<file path="config.mk">
export PLATFORM = sky130hd
export DESIGN_NAME = bank_switch_mapper_scanline_irq_core
export DESIGN_NICKNAME = d
export VERILOG_FILES = /design/src/rtl/bsm_pkg.sv /design/src/rtl/bsm_divider.sv /design/src/rtl/bank_switch_mapper_scanline_irq_core.sv
export SDC_FILE = /design/constraint.sdc
export NUM_CORES = 1
export LEC_CHECK = 0
export BUFFER_PORTS_ARGS = -buffer_cell sky130_fd_sc_hd__buf_4
export CAP_MARGIN = 30
export CORE_MARGIN = 8
export CORE_UTILIZATION = 45
export DETAILED_ROUTE_END_ITERATION = 8
export PLACE_DENSITY = 0.6
export SLEW_MARGIN = 20
export SYNTH_ARGS = -nofsm -noshare
export SYNTH_HDL_FRONTEND = slang
export SYNTH_SLANG_ARGS = --single-unit
</file>
<file path="constraint.sdc">
create_clock -name clock -period 3.7 [get_ports clock]
set_input_delay 0.185 -clock clock [delete_from_list [all_inputs] [get_ports clock]]
set_output_delay 0.185 -clock clock [all_outputs]
set_load 0.1 [all_outputs]
</file>
<file path="src/rtl/bsm_pkg.sv">
// Shared types, codes and constants of the bank switch mapper.
package bsm_pkg;

   // Sequencer states of the top level.
   typedef enum logic [1:0] {
      ST_IDLE,
      ST_CALC,
      ST_RESP
   } state_type;

   // Bus operation codes.
   localparam logic [2:0] OP_CPU_READ  = 3'd0;
   localparam logic [2:0] OP_CPU_WRITE = 3'd1;
   localparam logic [2:0] OP_PPU_READ  = 3'd2;
   localparam logic [2:0] OP_PPU_WRITE = 3'd3;
   localparam logic [2:0] OP_A12_OBS   = 3'd4;
   localparam logic [2:0] OP_IRQ_ACK   = 3'd5;

   // Target memory codes.
   localparam logic [2:0] TGT_NONE    = 3'd0;
   localparam logic [2:0] TGT_PRG_ROM = 3'd1;
   localparam logic [2:0] TGT_PRG_RAM = 3'd2;
   localparam logic [2:0] TGT_CHR_ROM = 3'd3;
   localparam logic [2:0] TGT_CHR_RAM = 3'd4;

   // Pattern memory kinds.
   localparam logic [1:0] CHR_KIND_ROM = 2'd1;
   localparam logic [1:0] CHR_KIND_RAM = 2'd2;

   // Configuration register indexes.
   localparam logic [2:0] CSR_PRG_BANK_COUNT = 3'd0;
   localparam logic [2:0] CSR_CHR_BANK_COUNT = 3'd1;
   localparam logic [2:0] CSR_CHR_KIND       = 3'd2;
   localparam logic [2:0] CSR_PRG_RAM        = 3'd3;
   localparam logic [2:0] CSR_A12_FILTER     = 3'd4;

   // Mapper register decode: address bits kept and the decoded registers.
   localparam logic [15:0] REG_MASK        = 16'hE001;
   localparam logic [15:0] REG_BANK_CTRL   = 16'h8000;
   localparam logic [15:0] REG_BANK_DATA   = 16'h8001;
   localparam logic [15:0] REG_MIRRORING   = 16'hA000;
   localparam logic [15:0] REG_IRQ_PERIOD  = 16'hC000;
   localparam logic [15:0] REG_IRQ_REARM   = 16'hC001;
   localparam logic [15:0] REG_IRQ_DISABLE = 16'hE000;
   localparam logic [15:0] REG_IRQ_ENABLE  = 16'hE001;

   // Address windows.
   localparam logic [15:0] ADDR_PRG_RAM_BASE = 16'h6000;
   localparam logic [15:0] ADDR_REG_BASE     = 16'h8000;
   localparam logic [15:0] ADDR_PPU_LIMIT    = 16'h2000;

   // Reset values of the configuration registers.
   localparam logic [8:0] RST_PRG_BANK_COUNT = 9'd2;
   localparam logic [8:0] RST_CHR_BANK_COUNT = 9'd8;
   localparam logic [1:0] RST_CHR_KIND       = 2'd1;
   localparam logic       RST_PRG_RAM        = 1'b1;
   localparam logic [7:0] RST_A12_FILTER     = 8'd12;

   // Largest bank count that the mapper honors.
   localparam logic [8:0] MAX_BANK_COUNT = 9'd256;

   // Request and reply of the shared remainder unit.
   typedef struct packed {
      logic       start;
      logic [7:0] dividend;
      logic [8:0] divisor;
   } div_req_type;

   typedef struct packed {
      logic       done;
      logic [7:0] remainder;
   } div_rsp_type;

   // Bank register values after reset.
   function automatic logic [7:0] bank_reset_value(input logic [2:0] idx);
      logic [7:0] val;
      case (idx)
         3'd0: val = 8'd0;
         3'd1: val = 8'd2;
         3'd2: val = 8'd4;
         3'd3: val = 8'd5;
         3'd4: val = 8'd6;
         3'd5: val = 8'd7;
         3'd6: val = 8'd0;
         3'd7: val = 8'd1;
         default: val = 8'd0;
      endcase
      return val;
   endfunction

endpackage

</file>
<file path="src/rtl/bsm_divider.sv">
// Restoring remainder unit: one quotient bit per cycle.
module bsm_divider
   import bsm_pkg::*;
(
   input  logic        clock,
   input  logic        reset,
   input  div_req_type div_req,
   output div_rsp_type div_rsp
);

   logic       busy_ff, busy_in;
   logic [2:0] step_ff, step_in;
   logic [7:0] rem_ff, rem_in;
   logic [7:0] dvd_ff, dvd_in;
   logic [8:0] dsr_ff, dsr_in;
   logic [8:0] trial;
   logic [8:0] rem_step;

   // One restoring step: shift in the next dividend bit, subtract if it fits.
   // The remainder stays below the divisor, so it always fits in eight bits.
   always_comb begin
      trial    = {rem_ff, dvd_ff[7]};
      rem_step = (trial >= dsr_ff) ? (trial - dsr_ff) : trial;
   end

   // Next values of the iteration registers.
   always_comb begin
      busy_in = busy_ff;
      step_in = step_ff;
      rem_in  = rem_ff;
      dvd_in  = dvd_ff;
      dsr_in  = dsr_ff;
      if (div_req.start) begin
         busy_in = 1'b1;
         step_in = 3'd0;
         rem_in  = 8'd0;
         dvd_in  = div_req.dividend;
         dsr_in  = div_req.divisor;
      end else if (busy_ff) begin
         rem_in  = rem_step[7:0];
         dvd_in  = {dvd_ff[6:0], 1'b0};
         step_in = step_ff + 3'd1;
         if (step_ff == 3'd7) begin
            busy_in = 1'b0;
         end
      end
   end

   // Control state is reset, the data path is not.
   always_ff @(posedge clock) begin
      if (reset) begin
         busy_ff <= 1'b0;
         step_ff <= 3'd0;
      end else begin
         busy_ff <= busy_in;
         step_ff <= step_in;
      end
      rem_ff <= rem_in;
      dvd_ff <= dvd_in;
      dsr_ff <= dsr_in;
   end

   // The last step's remainder is offered in the cycle it is formed.
   assign div_rsp.done      = busy_ff && (step_ff == 3'd7);
   assign div_rsp.remainder = rem_step[7:0];

endmodule

</file>
<file path="src/rtl/bank_switch_mapper_scanline_irq_core.sv">
// Top level of the bank switch mapper with scanline interrupt counter.
//
// Each request carries one bus event: a CPU read or write, a PPU read or
// write, an observation of PPU address line 12, or an interrupt acknowledge.
// Each request gives exactly one response with the target memory, the byte
// offset within it, the write enable and data, the interrupt line and the
// mirroring bit. Both channels use valid and ready; the csr port writes the
// five configuration registers with no wait.
//
// The block works on one request at a time. Program ROM reads and pattern
// accesses reduce the bank number modulo the bank count in a shared
// restoring remainder unit, one bit per cycle; the response becomes valid
// once the unit has delivered the remainder. All other requests show
// their response in the cycle after they are accepted.
//
// Reset is synchronous and restores every mapper and configuration register
// to its power-on value. While the receiver stalls the response holds and no
// new request is taken.
module bank_switch_mapper_scanline_irq_core
   import bsm_pkg::*;
(
   input  logic        clock,
   input  logic        reset,
   input  logic        req_valid,
   output logic        req_ready,
   input  logic [2:0]  req_operation,
   input  logic [15:0] req_address,
   input  logic [7:0]  req_write_data,
   input  logic [31:0] req_cycle,
   output logic        rsp_valid,
   input  logic        rsp_ready,
   output logic [2:0]  rsp_target,
   output logic [20:0] rsp_memory_offset,
   output logic        rsp_write_enable,
   output logic [7:0]  rsp_store_data,
   output logic        rsp_irq_line,
   output logic        rsp_mirroring_select,
   input  logic        csr_write_enable,
   input  logic [2:0]  csr_index,
   input  logic [8:0]  csr_write_data
);

   // Configuration registers.
   logic [8:0] prg_count_ff;
   logic [8:0] chr_count_ff;
   logic [1:0] chr_kind_ff;
   logic       prg_ram_ff;
   logic [7:0] a12_filter_ff;

   // Mapper state.
   state_type   state_ff, state_in;
   logic [2:0]  bank_sel_ff, bank_sel_in;
   logic [7:0]  bank_regs_ff [8];
   logic        bank_we;
   logic        prg_swap_ff, prg_swap_in;
   logic        chr_invert_ff, chr_invert_in;
   logic        mirroring_ff, mirroring_in;
   logic [7:0]  irq_period_ff, irq_period_in;
   logic [7:0]  irq_count_ff, irq_count_in;
   logic        irq_enable_ff, irq_enable_in;
   logic        irq_flag_ff, irq_flag_in;
   logic        irq_rearm_ff, irq_rearm_in;
   logic        line12_up_ff, line12_up_in;
   logic [31:0] last_high_ff, last_high_in;

   // Pending response.
   logic [2:0]  rsp_target_ff;
   logic [20:0] rsp_offset_ff;
   logic        rsp_we_ff;
   logic [7:0]  rsp_data_ff;
   logic [12:0] addr_low_ff;

   logic        accept;
   logic [8:0]  eff_prg_count;
   logic [8:0]  eff_chr_count;
   logic [7:0]  prg_bank;
   logic [7:0]  chr_bank;
   logic [2:0]  chr_reg;
   logic [2:0]  chr_idx;
   logic [7:0]  chr_val;
   logic [31:0] low_time;
   logic [7:0]  count_after;
   logic [2:0]  tgt;
   logic [20:0] direct_offset;
   logic        we;
   logic        need_div;
   logic        div_is_prg;
   div_req_type div_req;
   div_rsp_type div_rsp;

   assign accept = req_valid && req_ready;

   // Effective bank counts: oversized counts clamp to 256; a zero count gives one program or eight pattern banks.
   always_comb begin
      if (prg_count_ff == 9'd0) begin
         eff_prg_count = 9'd1;
      end else if (prg_count_ff > MAX_BANK_COUNT) begin
         eff_prg_count = MAX_BANK_COUNT;
      end else begin
         eff_prg_count = prg_count_ff;
      end
      if (chr_count_ff == 9'd0) begin
         eff_chr_count = RST_CHR_BANK_COUNT;
      end else if (chr_count_ff > MAX_BANK_COUNT) begin
         eff_chr_count = MAX_BANK_COUNT;
      end else begin
         eff_chr_count = chr_count_ff;
      end
   end

   // Program bank of the 8 KiB slot. The last and second-to-last banks are
   // formed in eight bits; with a single bank the remainder is zero anyway.
   always_comb begin
      case (req_address[14:13])
         2'd0: prg_bank = prg_swap_ff ? (eff_prg_count[7:0] - 8'd2) : bank_regs_ff[6];
         2'd1: prg_bank = bank_regs_ff[7];
         2'd2: prg_bank = prg_swap_ff ? bank_regs_ff[6] : (eff_prg_count[7:0] - 8'd2);
         default: prg_bank = eff_prg_count[7:0] - 8'd1;
      endcase
   end

   // Pattern bank of the 1 KiB slot: four slots pair up as 2 KiB banks, the low four or, when inverted, the high four.
   always_comb begin
      chr_reg = req_address[12:10] ^ {chr_invert_ff, 2'b00};
      chr_idx = chr_reg[2] ? (chr_reg - 3'd2) : {1'b0, chr_reg[2:1]};
      chr_val = bank_regs_ff[chr_idx];
      chr_bank = chr_reg[2] ? chr_val : {chr_val[7:1], chr_reg[0]};
   end

   // Line 12 low time and the scanline counter's next value: reload when zero or rearmed, else decrement.
   always_comb begin
      low_time = req_cycle - last_high_ff;
      if ((irq_count_ff == 8'd0) || irq_rearm_ff) begin
         count_after = irq_period_ff;
      end else begin
         count_after = irq_count_ff - 8'd1;
      end
   end

   // Request decode: translation and the state changes it causes.
   always_comb begin
      tgt            = TGT_NONE;
      direct_offset  = 21'd0;
      we             = 1'b0;
      need_div       = 1'b0;
      div_is_prg     = 1'b0;
      bank_we        = 1'b0;
      bank_sel_in    = bank_sel_ff;
      prg_swap_in    = prg_swap_ff;
      chr_invert_in  = chr_invert_ff;
      mirroring_in   = mirroring_ff;
      irq_period_in  = irq_period_ff;
      irq_count_in   = irq_count_ff;
      irq_enable_in  = irq_enable_ff;
      irq_flag_in    = irq_flag_ff;
      irq_rearm_in   = irq_rearm_ff;
      line12_up_in   = line12_up_ff;
      last_high_in   = last_high_ff;
      case (req_operation)
         OP_CPU_READ, OP_CPU_WRITE: begin
            if (req_address >= ADDR_REG_BASE) begin
               if (req_operation == OP_CPU_READ) begin
                  tgt        = TGT_PRG_ROM;
                  need_div   = 1'b1;
                  div_is_prg = 1'b1;
               end else begin
                  case (req_address & REG_MASK)
                     REG_BANK_CTRL: begin
                        bank_sel_in   = req_write_data[2:0];
                        prg_swap_in   = req_write_data[6];
                        chr_invert_in = req_write_data[7];
                     end
                     REG_BANK_DATA:   bank_we = 1'b1;
                     REG_MIRRORING:   mirroring_in = req_write_data[0];
                     REG_IRQ_PERIOD:  irq_period_in = req_write_data;
                     REG_IRQ_REARM: begin
                        irq_count_in = 8'd0;
                        irq_rearm_in = 1'b1;
                     end
                     REG_IRQ_DISABLE: begin
                        irq_enable_in = 1'b0;
                        irq_flag_in   = 1'b0;
                     end
                     REG_IRQ_ENABLE:  irq_enable_in = 1'b1;
                     default: ;
                  endcase
               end
            end else if ((req_address >= ADDR_PRG_RAM_BASE) && prg_ram_ff) begin
               tgt           = TGT_PRG_RAM;
               direct_offset = {8'd0, req_address[12:0]};
               we            = (req_operation == OP_CPU_WRITE);
            end
         end
         OP_PPU_READ: begin
            if ((req_address < ADDR_PPU_LIMIT) &&
                ((chr_kind_ff == CHR_KIND_ROM) || (chr_kind_ff == CHR_KIND_RAM))) begin
               tgt      = (chr_kind_ff == CHR_KIND_ROM) ? TGT_CHR_ROM : TGT_CHR_RAM;
               need_div = 1'b1;
            end
         end
         OP_PPU_WRITE: begin
            if ((req_address < ADDR_PPU_LIMIT) && (chr_kind_ff == CHR_KIND_RAM)) begin
               tgt      = TGT_CHR_RAM;
               need_div = 1'b1;
               we       = 1'b1;
            end
         end
         OP_A12_OBS: begin
            if (req_address[12]) begin
               if (!line12_up_ff && (low_time > {24'd0, a12_filter_ff})) begin
                  irq_count_in = count_after;
                  irq_rearm_in = 1'b0;
                  if ((count_after == 8'd0) && irq_enable_ff) begin
                     irq_flag_in = 1'b1;
                  end
               end
               last_high_in = req_cycle;
               line12_up_in = 1'b1;
            end else begin
               line12_up_in = 1'b0;
            end
         end
         OP_IRQ_ACK: irq_flag_in = 1'b0;
         default: ;
      endcase
   end

   // Next state of the sequencer.
   always_comb begin
      state_in = state_ff;
      case (state_ff)
         ST_IDLE: begin
            if (req_valid) begin
               state_in = need_div ? ST_CALC : ST_RESP;
            end
         end
         ST_CALC: begin
            if (div_rsp.done) begin
               state_in = ST_RESP;
            end
         end
         ST_RESP: begin
            if (rsp_ready) begin
               state_in = ST_IDLE;
            end
         end
         default: state_in = ST_IDLE;
      endcase
   end

   // Sequencer outputs and the request to the remainder unit.
   always_comb begin
      req_ready        = 1'b0;
      rsp_valid        = 1'b0;
      div_req.start    = 1'b0;
      div_req.dividend = div_is_prg ? prg_bank : chr_bank;
      div_req.divisor  = div_is_prg ? eff_prg_count : eff_chr_count;
      case (state_ff)
         ST_IDLE: begin
            req_ready     = 1'b1;
            div_req.start = req_valid && need_div;
         end
         ST_CALC: ;
         ST_RESP: rsp_valid = 1'b1;
         default: ;
      endcase
   end

   bsm_divider u_divider (
      .clock   (clock),
      .reset   (reset),
      .div_req (div_req),
      .div_rsp (div_rsp)
   );

   // Configuration writes.
   always_ff @(posedge clock) begin
      if (reset) begin
         prg_count_ff  <= RST_PRG_BANK_COUNT;
         chr_count_ff  <= RST_CHR_BANK_COUNT;
         chr_kind_ff   <= RST_CHR_KIND;
         prg_ram_ff    <= RST_PRG_RAM;
         a12_filter_ff <= RST_A12_FILTER;
      end else if (csr_write_enable) begin
         case (csr_index)
            CSR_PRG_BANK_COUNT: prg_count_ff  <= csr_write_data;
            CSR_CHR_BANK_COUNT: chr_count_ff  <= csr_write_data;
            CSR_CHR_KIND:       chr_kind_ff   <= csr_write_data[1:0];
            CSR_PRG_RAM:        prg_ram_ff    <= csr_write_data[0];
            CSR_A12_FILTER:     a12_filter_ff <= csr_write_data[7:0];
            default: ;
         endcase
      end
   end

   // Sequencer state, and mapper state updated when a request is accepted.
   always_ff @(posedge clock) begin
      if (reset) begin
         state_ff      <= ST_IDLE;
         bank_sel_ff   <= 3'd0;
         prg_swap_ff   <= 1'b0;
         chr_invert_ff <= 1'b0;
         mirroring_ff  <= 1'b0;
         irq_period_ff <= 8'd0;
         irq_count_ff  <= 8'd0;
         irq_enable_ff <= 1'b0;
         irq_flag_ff   <= 1'b0;
         irq_rearm_ff  <= 1'b0;
         line12_up_ff  <= 1'b0;
         last_high_ff  <= 32'd0;
         for (int i = 0; i < 8; i++) begin
            bank_regs_ff[i] <= bank_reset_value(3'(i));
         end
      end else begin
         state_ff <= state_in;
         if (accept) begin
            bank_sel_ff   <= bank_sel_in;
            prg_swap_ff   <= prg_swap_in;
            chr_invert_ff <= chr_invert_in;
            mirroring_ff  <= mirroring_in;
            irq_period_ff <= irq_period_in;
            irq_count_ff  <= irq_count_in;
            irq_enable_ff <= irq_enable_in;
            irq_flag_ff   <= irq_flag_in;
            irq_rearm_ff  <= irq_rearm_in;
            line12_up_ff  <= line12_up_in;
            last_high_ff  <= last_high_in;
            if (bank_we) begin
               bank_regs_ff[bank_sel_ff] <= req_write_data;
            end
         end
      end
   end

   // Response payload: set at acceptance, offset completed by the remainder unit.
   always_ff @(posedge clock) begin
      if (accept) begin
         rsp_target_ff <= tgt;
         rsp_offset_ff <= direct_offset;
         rsp_we_ff     <= we;
         rsp_data_ff   <= we ? req_write_data : 8'd0;
         addr_low_ff   <= req_address[12:0];
      end else if ((state_ff == ST_CALC) && div_rsp.done) begin
         if (rsp_target_ff == TGT_PRG_ROM) begin
            rsp_offset_ff <= {div_rsp.remainder, addr_low_ff};
         end else begin
            rsp_offset_ff <= {3'd0, div_rsp.remainder, addr_low_ff[9:0]};
         end
      end
   end

   assign rsp_target           = rsp_target_ff;
   assign rsp_memory_offset    = rsp_offset_ff;
   assign rsp_write_enable     = rsp_we_ff;
   assign rsp_store_data       = rsp_data_ff;
   assign rsp_irq_line         = irq_flag_ff;
   assign rsp_mirroring_select = mirroring_ff;

endmodule

</file>
==> tab_implementation.tex <==
\begin{tabular}{lr}
\hline
Metric & Value \\
\hline
\multicolumn{2}{l}{\textbf{Synth}} \\
Yosys warning total & 0 \\
Post-synthesis instance area & 0.0131 mm2 \\
Cells after Synth & 1467 \\
Post-synth EDFFs & 125 \\
Number of storage elements in the synthesis netlist & 226 \\
Portion of the post-synthesis area used by sequential elements & 44.2\% \\
Most used flip-flop cell after synthesis & sky130\_fd\_sc\_hd\_\_edfxtp\_1 \\
Number of different library cells in the post-synthesis netlist & 84 \\
Async set-reset flop share out of synthesis & 0\% \\
Net count after synthesis & 1602 \\
Average instance area after synthesis & 8.91 um2 \\
\multicolumn{2}{l}{\textbf{Floorplan}} \\
Core Footprint & between 0.02 and 0.03 mm2 \\
Vertical extent of the die & 186 um \\
Effective utilization at floorplan & a little under half \\
Number of I/O pins & 113 \\
Full die area & 0.0348 mm2 \\
Total number of placement rows & between 60 and 70 \\
Width of the die & 186 um \\
\multicolumn{2}{l}{\textbf{GRT}} \\
Largest net degree at the start of global routing & 48 \\
Sum of overflow across all layers after global routing & 0 \\
Global-route wire length before repair & 57.1 mm \\
Total global-route track usage & roughly 20\% \\
Vias in the first global route & 10800 \\
Antenna violations before repair & 0 \\
\multicolumn{2}{l}{\textbf{Critical path}} \\
Data arrival time of the critical path & 3.96 ns \\
Critical path fanouts, max & 5 \\
Kind of end point of the critical path & flip-flop \\
Longest individual stage delay on the worst path & 0.52 ns \\
Kind of start point of the critical path & input pin \\
Worst flop-to-flop path startpoint & last\_high\_ff[0]\$\_SDFFE\_PP0P\_ \\
Combined buffer and inverter count along the critical path & 3 \\
Top cell family by delay on the critical path & simple AND/OR/NAND/NOR gates \\
Worst reg-to-reg setup slack & 0.20 ns \\
Critical path data required time & 4.15 ns \\
Slowest cell on the critical path & sky130\_fd\_sc\_hd\_\_dlygate4sd3\_1 \\
List of cells traversed by the critical path & dlygate4sd3\_1 > buf\_4 > inv\_1 > ha\_1 > fa\_1 > nand2b\_4 > a21oi\_4 > nor2\_1 > xnor2\_1 > ha\_1 > nand4\_1 > a21oi\_2 > o22ai\_2 > nand4\_1 > nor4\_4 > and4b\_2 > or3\_4 > o32ai\_2 \\
Critical setup path kind & in2reg \\
Endpoint of the worst-slack reg-to-reg timing path & irq\_count\_ff[6]\$\_SDFFE\_PP0P\_ \\
Worst reg2reg path depth & 15 \\
\multicolumn{2}{l}{\textbf{Placement}} \\
Standard cell area after detailed placement & 0.0144 mm2 \\
Number of buffers inserted by port buffering & 112 \\
Post-detailed-placement half-perimeter wirelength & 26.0 mm \\
Routability congestion estimate & between 0.9 and 1 \\
\multicolumn{2}{l}{\textbf{Pwr}} \\
Largest vdd supply drop & 357 uV \\
Static leakage power & 6.08 nW \\
Total power per unit cell area & around 420 mW/mm2 \\
\multicolumn{2}{l}{\textbf{Detailed routing}} \\
Detailed-route wire length & 35.6 mm \\
Detailed-route wire length on metal 1 & around 17 mm \\
Initial DRC Count & 857 \\
Metal3 WL & between 1.5 and 2 mm \\
Vias after detailed routing & 11200 \\
Post-route DRC violation count & 0 \\
Uppermost metal layer occupied by signal nets & met4 \\
Detailed Routing Iterations Pass 1 & 5 \\
Per-cell routed wire length & 17.4 um \\
Routed length on met2 & 16.1 mm \\
Post-route antenna net violation count & 0 \\
Vias per std cell & about 5.5 \\
\multicolumn{2}{l}{\textbf{Cells and area}} \\
Leading cell types in the layout, fill and taps excluded & sky130\_fd\_sc\_hd\_\_nand2\_1 (234), sky130\_fd\_sc\_hd\_\_a21oi\_1 (155), sky130\_fd\_sc\_hd\_\_buf\_4 (152) \\
Final Cell Area & 0.0160 mm2 \\
\# nets final & 1779 \\
Leading cell type in the layout, fill and taps excluded & sky130\_fd\_sc\_hd\_\_nand2\_1 \\
Area growth from synthesis to layout & 22.2\% \\
Fraction of layout instances using a drive strength above 1 & between 10\% and 20\% \\
Antenna diode count & 0 \\
Final core occ & 55.8\% \\
Fillcell total & 2583 \\
\multicolumn{2}{l}{\textbf{Timing}} \\
Crit share post-route & between 90 and 100\% \\
Worst slew pin tran & approximately 0.85 ns \\
Max-slew headroom & roughly 43\% \\
Number of failing hold endpoints at the final stage & 0 \\
Number of pins with negative max-slew slack in the final report & 0 \\
Highest Clock Rate & 0.285 GHz \\
Post-layout min period & 3.51 ns \\
Final-layout setup total negative slack & 0 ns \\
Worst hold slack across all endpoints & 0.0570 ns \\
Worst setup skew after layout & 0.0108 ns \\
Count of endpoints failing setup in the final report & 0 \\
\multicolumn{2}{l}{\textbf{CTS}} \\
Clk sinks & 226 \\
Clock tree from TritonCTS & yes \\
CTS Buf Count & 26 \\
Register clock-pin slew on the reported worst setup and hold paths & 0.06 ns \\
Maximum level of the CTS H-tree & 1 \\
Root buffer cell & sky130\_fd\_sc\_hd\_\_clkbuf\_16 \\
Largest buffer count on any clock path & 3 \\
Worst-Skew Late Latency & 0.55 ns \\
\multicolumn{2}{l}{\textbf{Hold path}} \\
Startpoint of the worst hold path & req\_address[10] \\
Endpoint of the worst hold-timing path & addr\_low\_ff[10]\$\_DFFE\_PP\_ \\
Hold path depth & 1 \\
Path category of the worst min-delay check & in2reg \\
\multicolumn{2}{l}{\textbf{Job}} \\
Max-cap viol count & 0 \\
\multicolumn{2}{l}{\textbf{Status}} \\
Outcome & finished clean \\
\hline
\end{tabular}
-- report_power, final --
| group | internal (mW) | leakage [nW] | switching [mW] |
|---|---|---|---|
| Clock | 1.49 | 0.412 | 1.04 |
| Combinational | 0.483 | 3.64 | 0.856 |
| Sequential | 2.77 | 2.03 | 0.0701 |
| Total | 4.75 | 6.08 | 1.96 |
-- stage by stage --
step / setup WS [ns] / std cells / total power [mW]
floorplan: 0.276 / 1467 / 3.78
global placement: 0.132 / 1930 / 4.15
detailed placement: 0.0269 / 1930 / 4.16
CTS: 0.0262 / 2042 / 6.76
global route: -0.0144 / 2047 / 6.99
finish: 0.193 / 2047 / 6.71
-- cell usage after synthesis, types with 10 or more instances --
master	number	area (um2)
sky130_fd_sc_hd__clkbuf_1	55	206
sky130_fd_sc_hd__nand2b_1	36	225
sky130_fd_sc_hd__nor3_1	29	145
sky130_fd_sc_hd__o21a_1	11	82.6
sky130_fd_sc_hd__nand4_1	16	100
sky130_fd_sc_hd__o211ai_1	21	158
sky130_fd_sc_hd__a21o_1	11	82.6
sky130_fd_sc_hd__inv_1	76	285
sky130_fd_sc_hd__dfxtp_1	101	2020
sky130_fd_sc_hd__o21ai_0	71	355
sky130_fd_sc_hd__a21oi_1	157	786
sky130_fd_sc_hd__mux2i_1	29	290
sky130_fd_sc_hd__and2_1	65	407
sky130_fd_sc_hd__edfxtp_1	125	3750
sky130_fd_sc_hd__or3_1	13	81.3
sky130_fd_sc_hd__nand3b_1	15	113
sky130_fd_sc_hd__xor2_1	14	123
sky130_fd_sc_hd__a211oi_1	24	180
sky130_fd_sc_hd__nand2_1	234	878
sky130_fd_sc_hd__ha_1	57	713
sky130_fd_sc_hd__and3_1	10	62.6
sky130_fd_sc_hd__nand3_1	28	140
sky130_fd_sc_hd__xnor2_1	18	158
sky130_fd_sc_hd__nor2_1	94	353
-- worst reg2reg max path: stages, from the launching register on --
cell                       delay (ns)
sky130_fd_sc_hd__dfxtp_1         0.31
sky130_fd_sc_hd__ha_1            0.21
sky130_fd_sc_hd__fa_1            0.41
sky130_fd_sc_hd__nand2b_4        0.17
sky130_fd_sc_hd__a21oi_4         0.16
sky130_fd_sc_hd__nor2_1          0.09
sky130_fd_sc_hd__xnor2_1         0.13
sky130_fd_sc_hd__ha_1            0.30
sky130_fd_sc_hd__nand4_1         0.15
sky130_fd_sc_hd__a21oi_2         0.16
sky130_fd_sc_hd__o22ai_2         0.11
sky130_fd_sc_hd__nand4_1         0.16
sky130_fd_sc_hd__nor4_4          0.07
sky130_fd_sc_hd__and4b_2         0.34
sky130_fd_sc_hd__or3_4           0.40
sky130_fd_sc_hd__o32ai_2         0.24
-- sequential cells by signal, summed over array words and instances (netlist names), 2 cells and up --
register,count
rsp_target,3
u_divider.dsr_ff,9
prg_count_ff,9
u_divider.rem_ff,8
state_ff,2
irq_period_ff,8
u_divider.step_ff,3
last_high_ff,32
bank_sel_ff,3
irq_count_ff,8
u_divider.dvd_ff,8
a12_filter_ff,8
chr_count_ff,9
rsp_store_data,8
rsp_memory_offset,21
chr_kind_ff,2
bank_regs_ff,62
addr_low_ff,13
-- how the worst max path moves through the flow --
stage               slack [ns]                    startpoint                                to  cells past startpoint
detailed placement        0.03                  req_cycle[0]      irq_count_ff[2]$_SDFFE_PP0P_                     16
global placement          0.13                  req_cycle[0]      irq_count_ff[2]$_SDFFE_PP0P_                     17
floorplan                 0.28      state_ff[1]$_SDFFE_PP0P_  bank_regs_ff[3][0]$_SDFFCE_PN1P_                      8
global route             -0.01  last_high_ff[0]$_SDFFE_PP0P_      irq_count_ff[6]$_SDFFE_PP0P_                     15
finish                    0.19                  req_cycle[0]      irq_count_ff[6]$_SDFFE_PP0P_                     18
CTS                       0.03  last_high_ff[0]$_SDFFE_PP0P_      irq_count_ff[2]$_SDFFE_PP0P_                     14
-- logic make-up after synthesis --
logic type	Yosys count	share of synthesized area, %
simple gates	585	21.8
buf+inv	147	4.49
compound gates	379	18.3
fa+ha+maj	59	5.76
xor+xnor	32	2.14
mux	39	3.34
flops	226	44.2
-- area by class of cell --
class | instances | area (um2) | share of cell area [%]
clock buffers | 35 | 714 | 4.47
clock inverters | 12 | 129 | 0.807
inverters | 77 | 289 | 1.81
multi-input cells | 1095 | 6790 | 42.5
flip-flops and latches | 226 | 5780 | 36.2
well taps | 384 | 480 | 3.01
repair buffers | 218 | 1800 | 11.2
-- per-layer routing --
metal  up-vias  global-route usage [%]
li1       5584                       -
met1      5293                    27.3
met2       238                    31.5
met3        47                    3.24
met4         0                    4.37
met5         -                       0
-- what timing repair did --
item,in CTS,in global routing
setup buffers,0,3
hold endpoints to repair,95,0
gates resized for setup,0,11
setup endpoints to repair,0,10
hold buffers,65,0
Note: power is estimated with default switching activity, not from simulation.
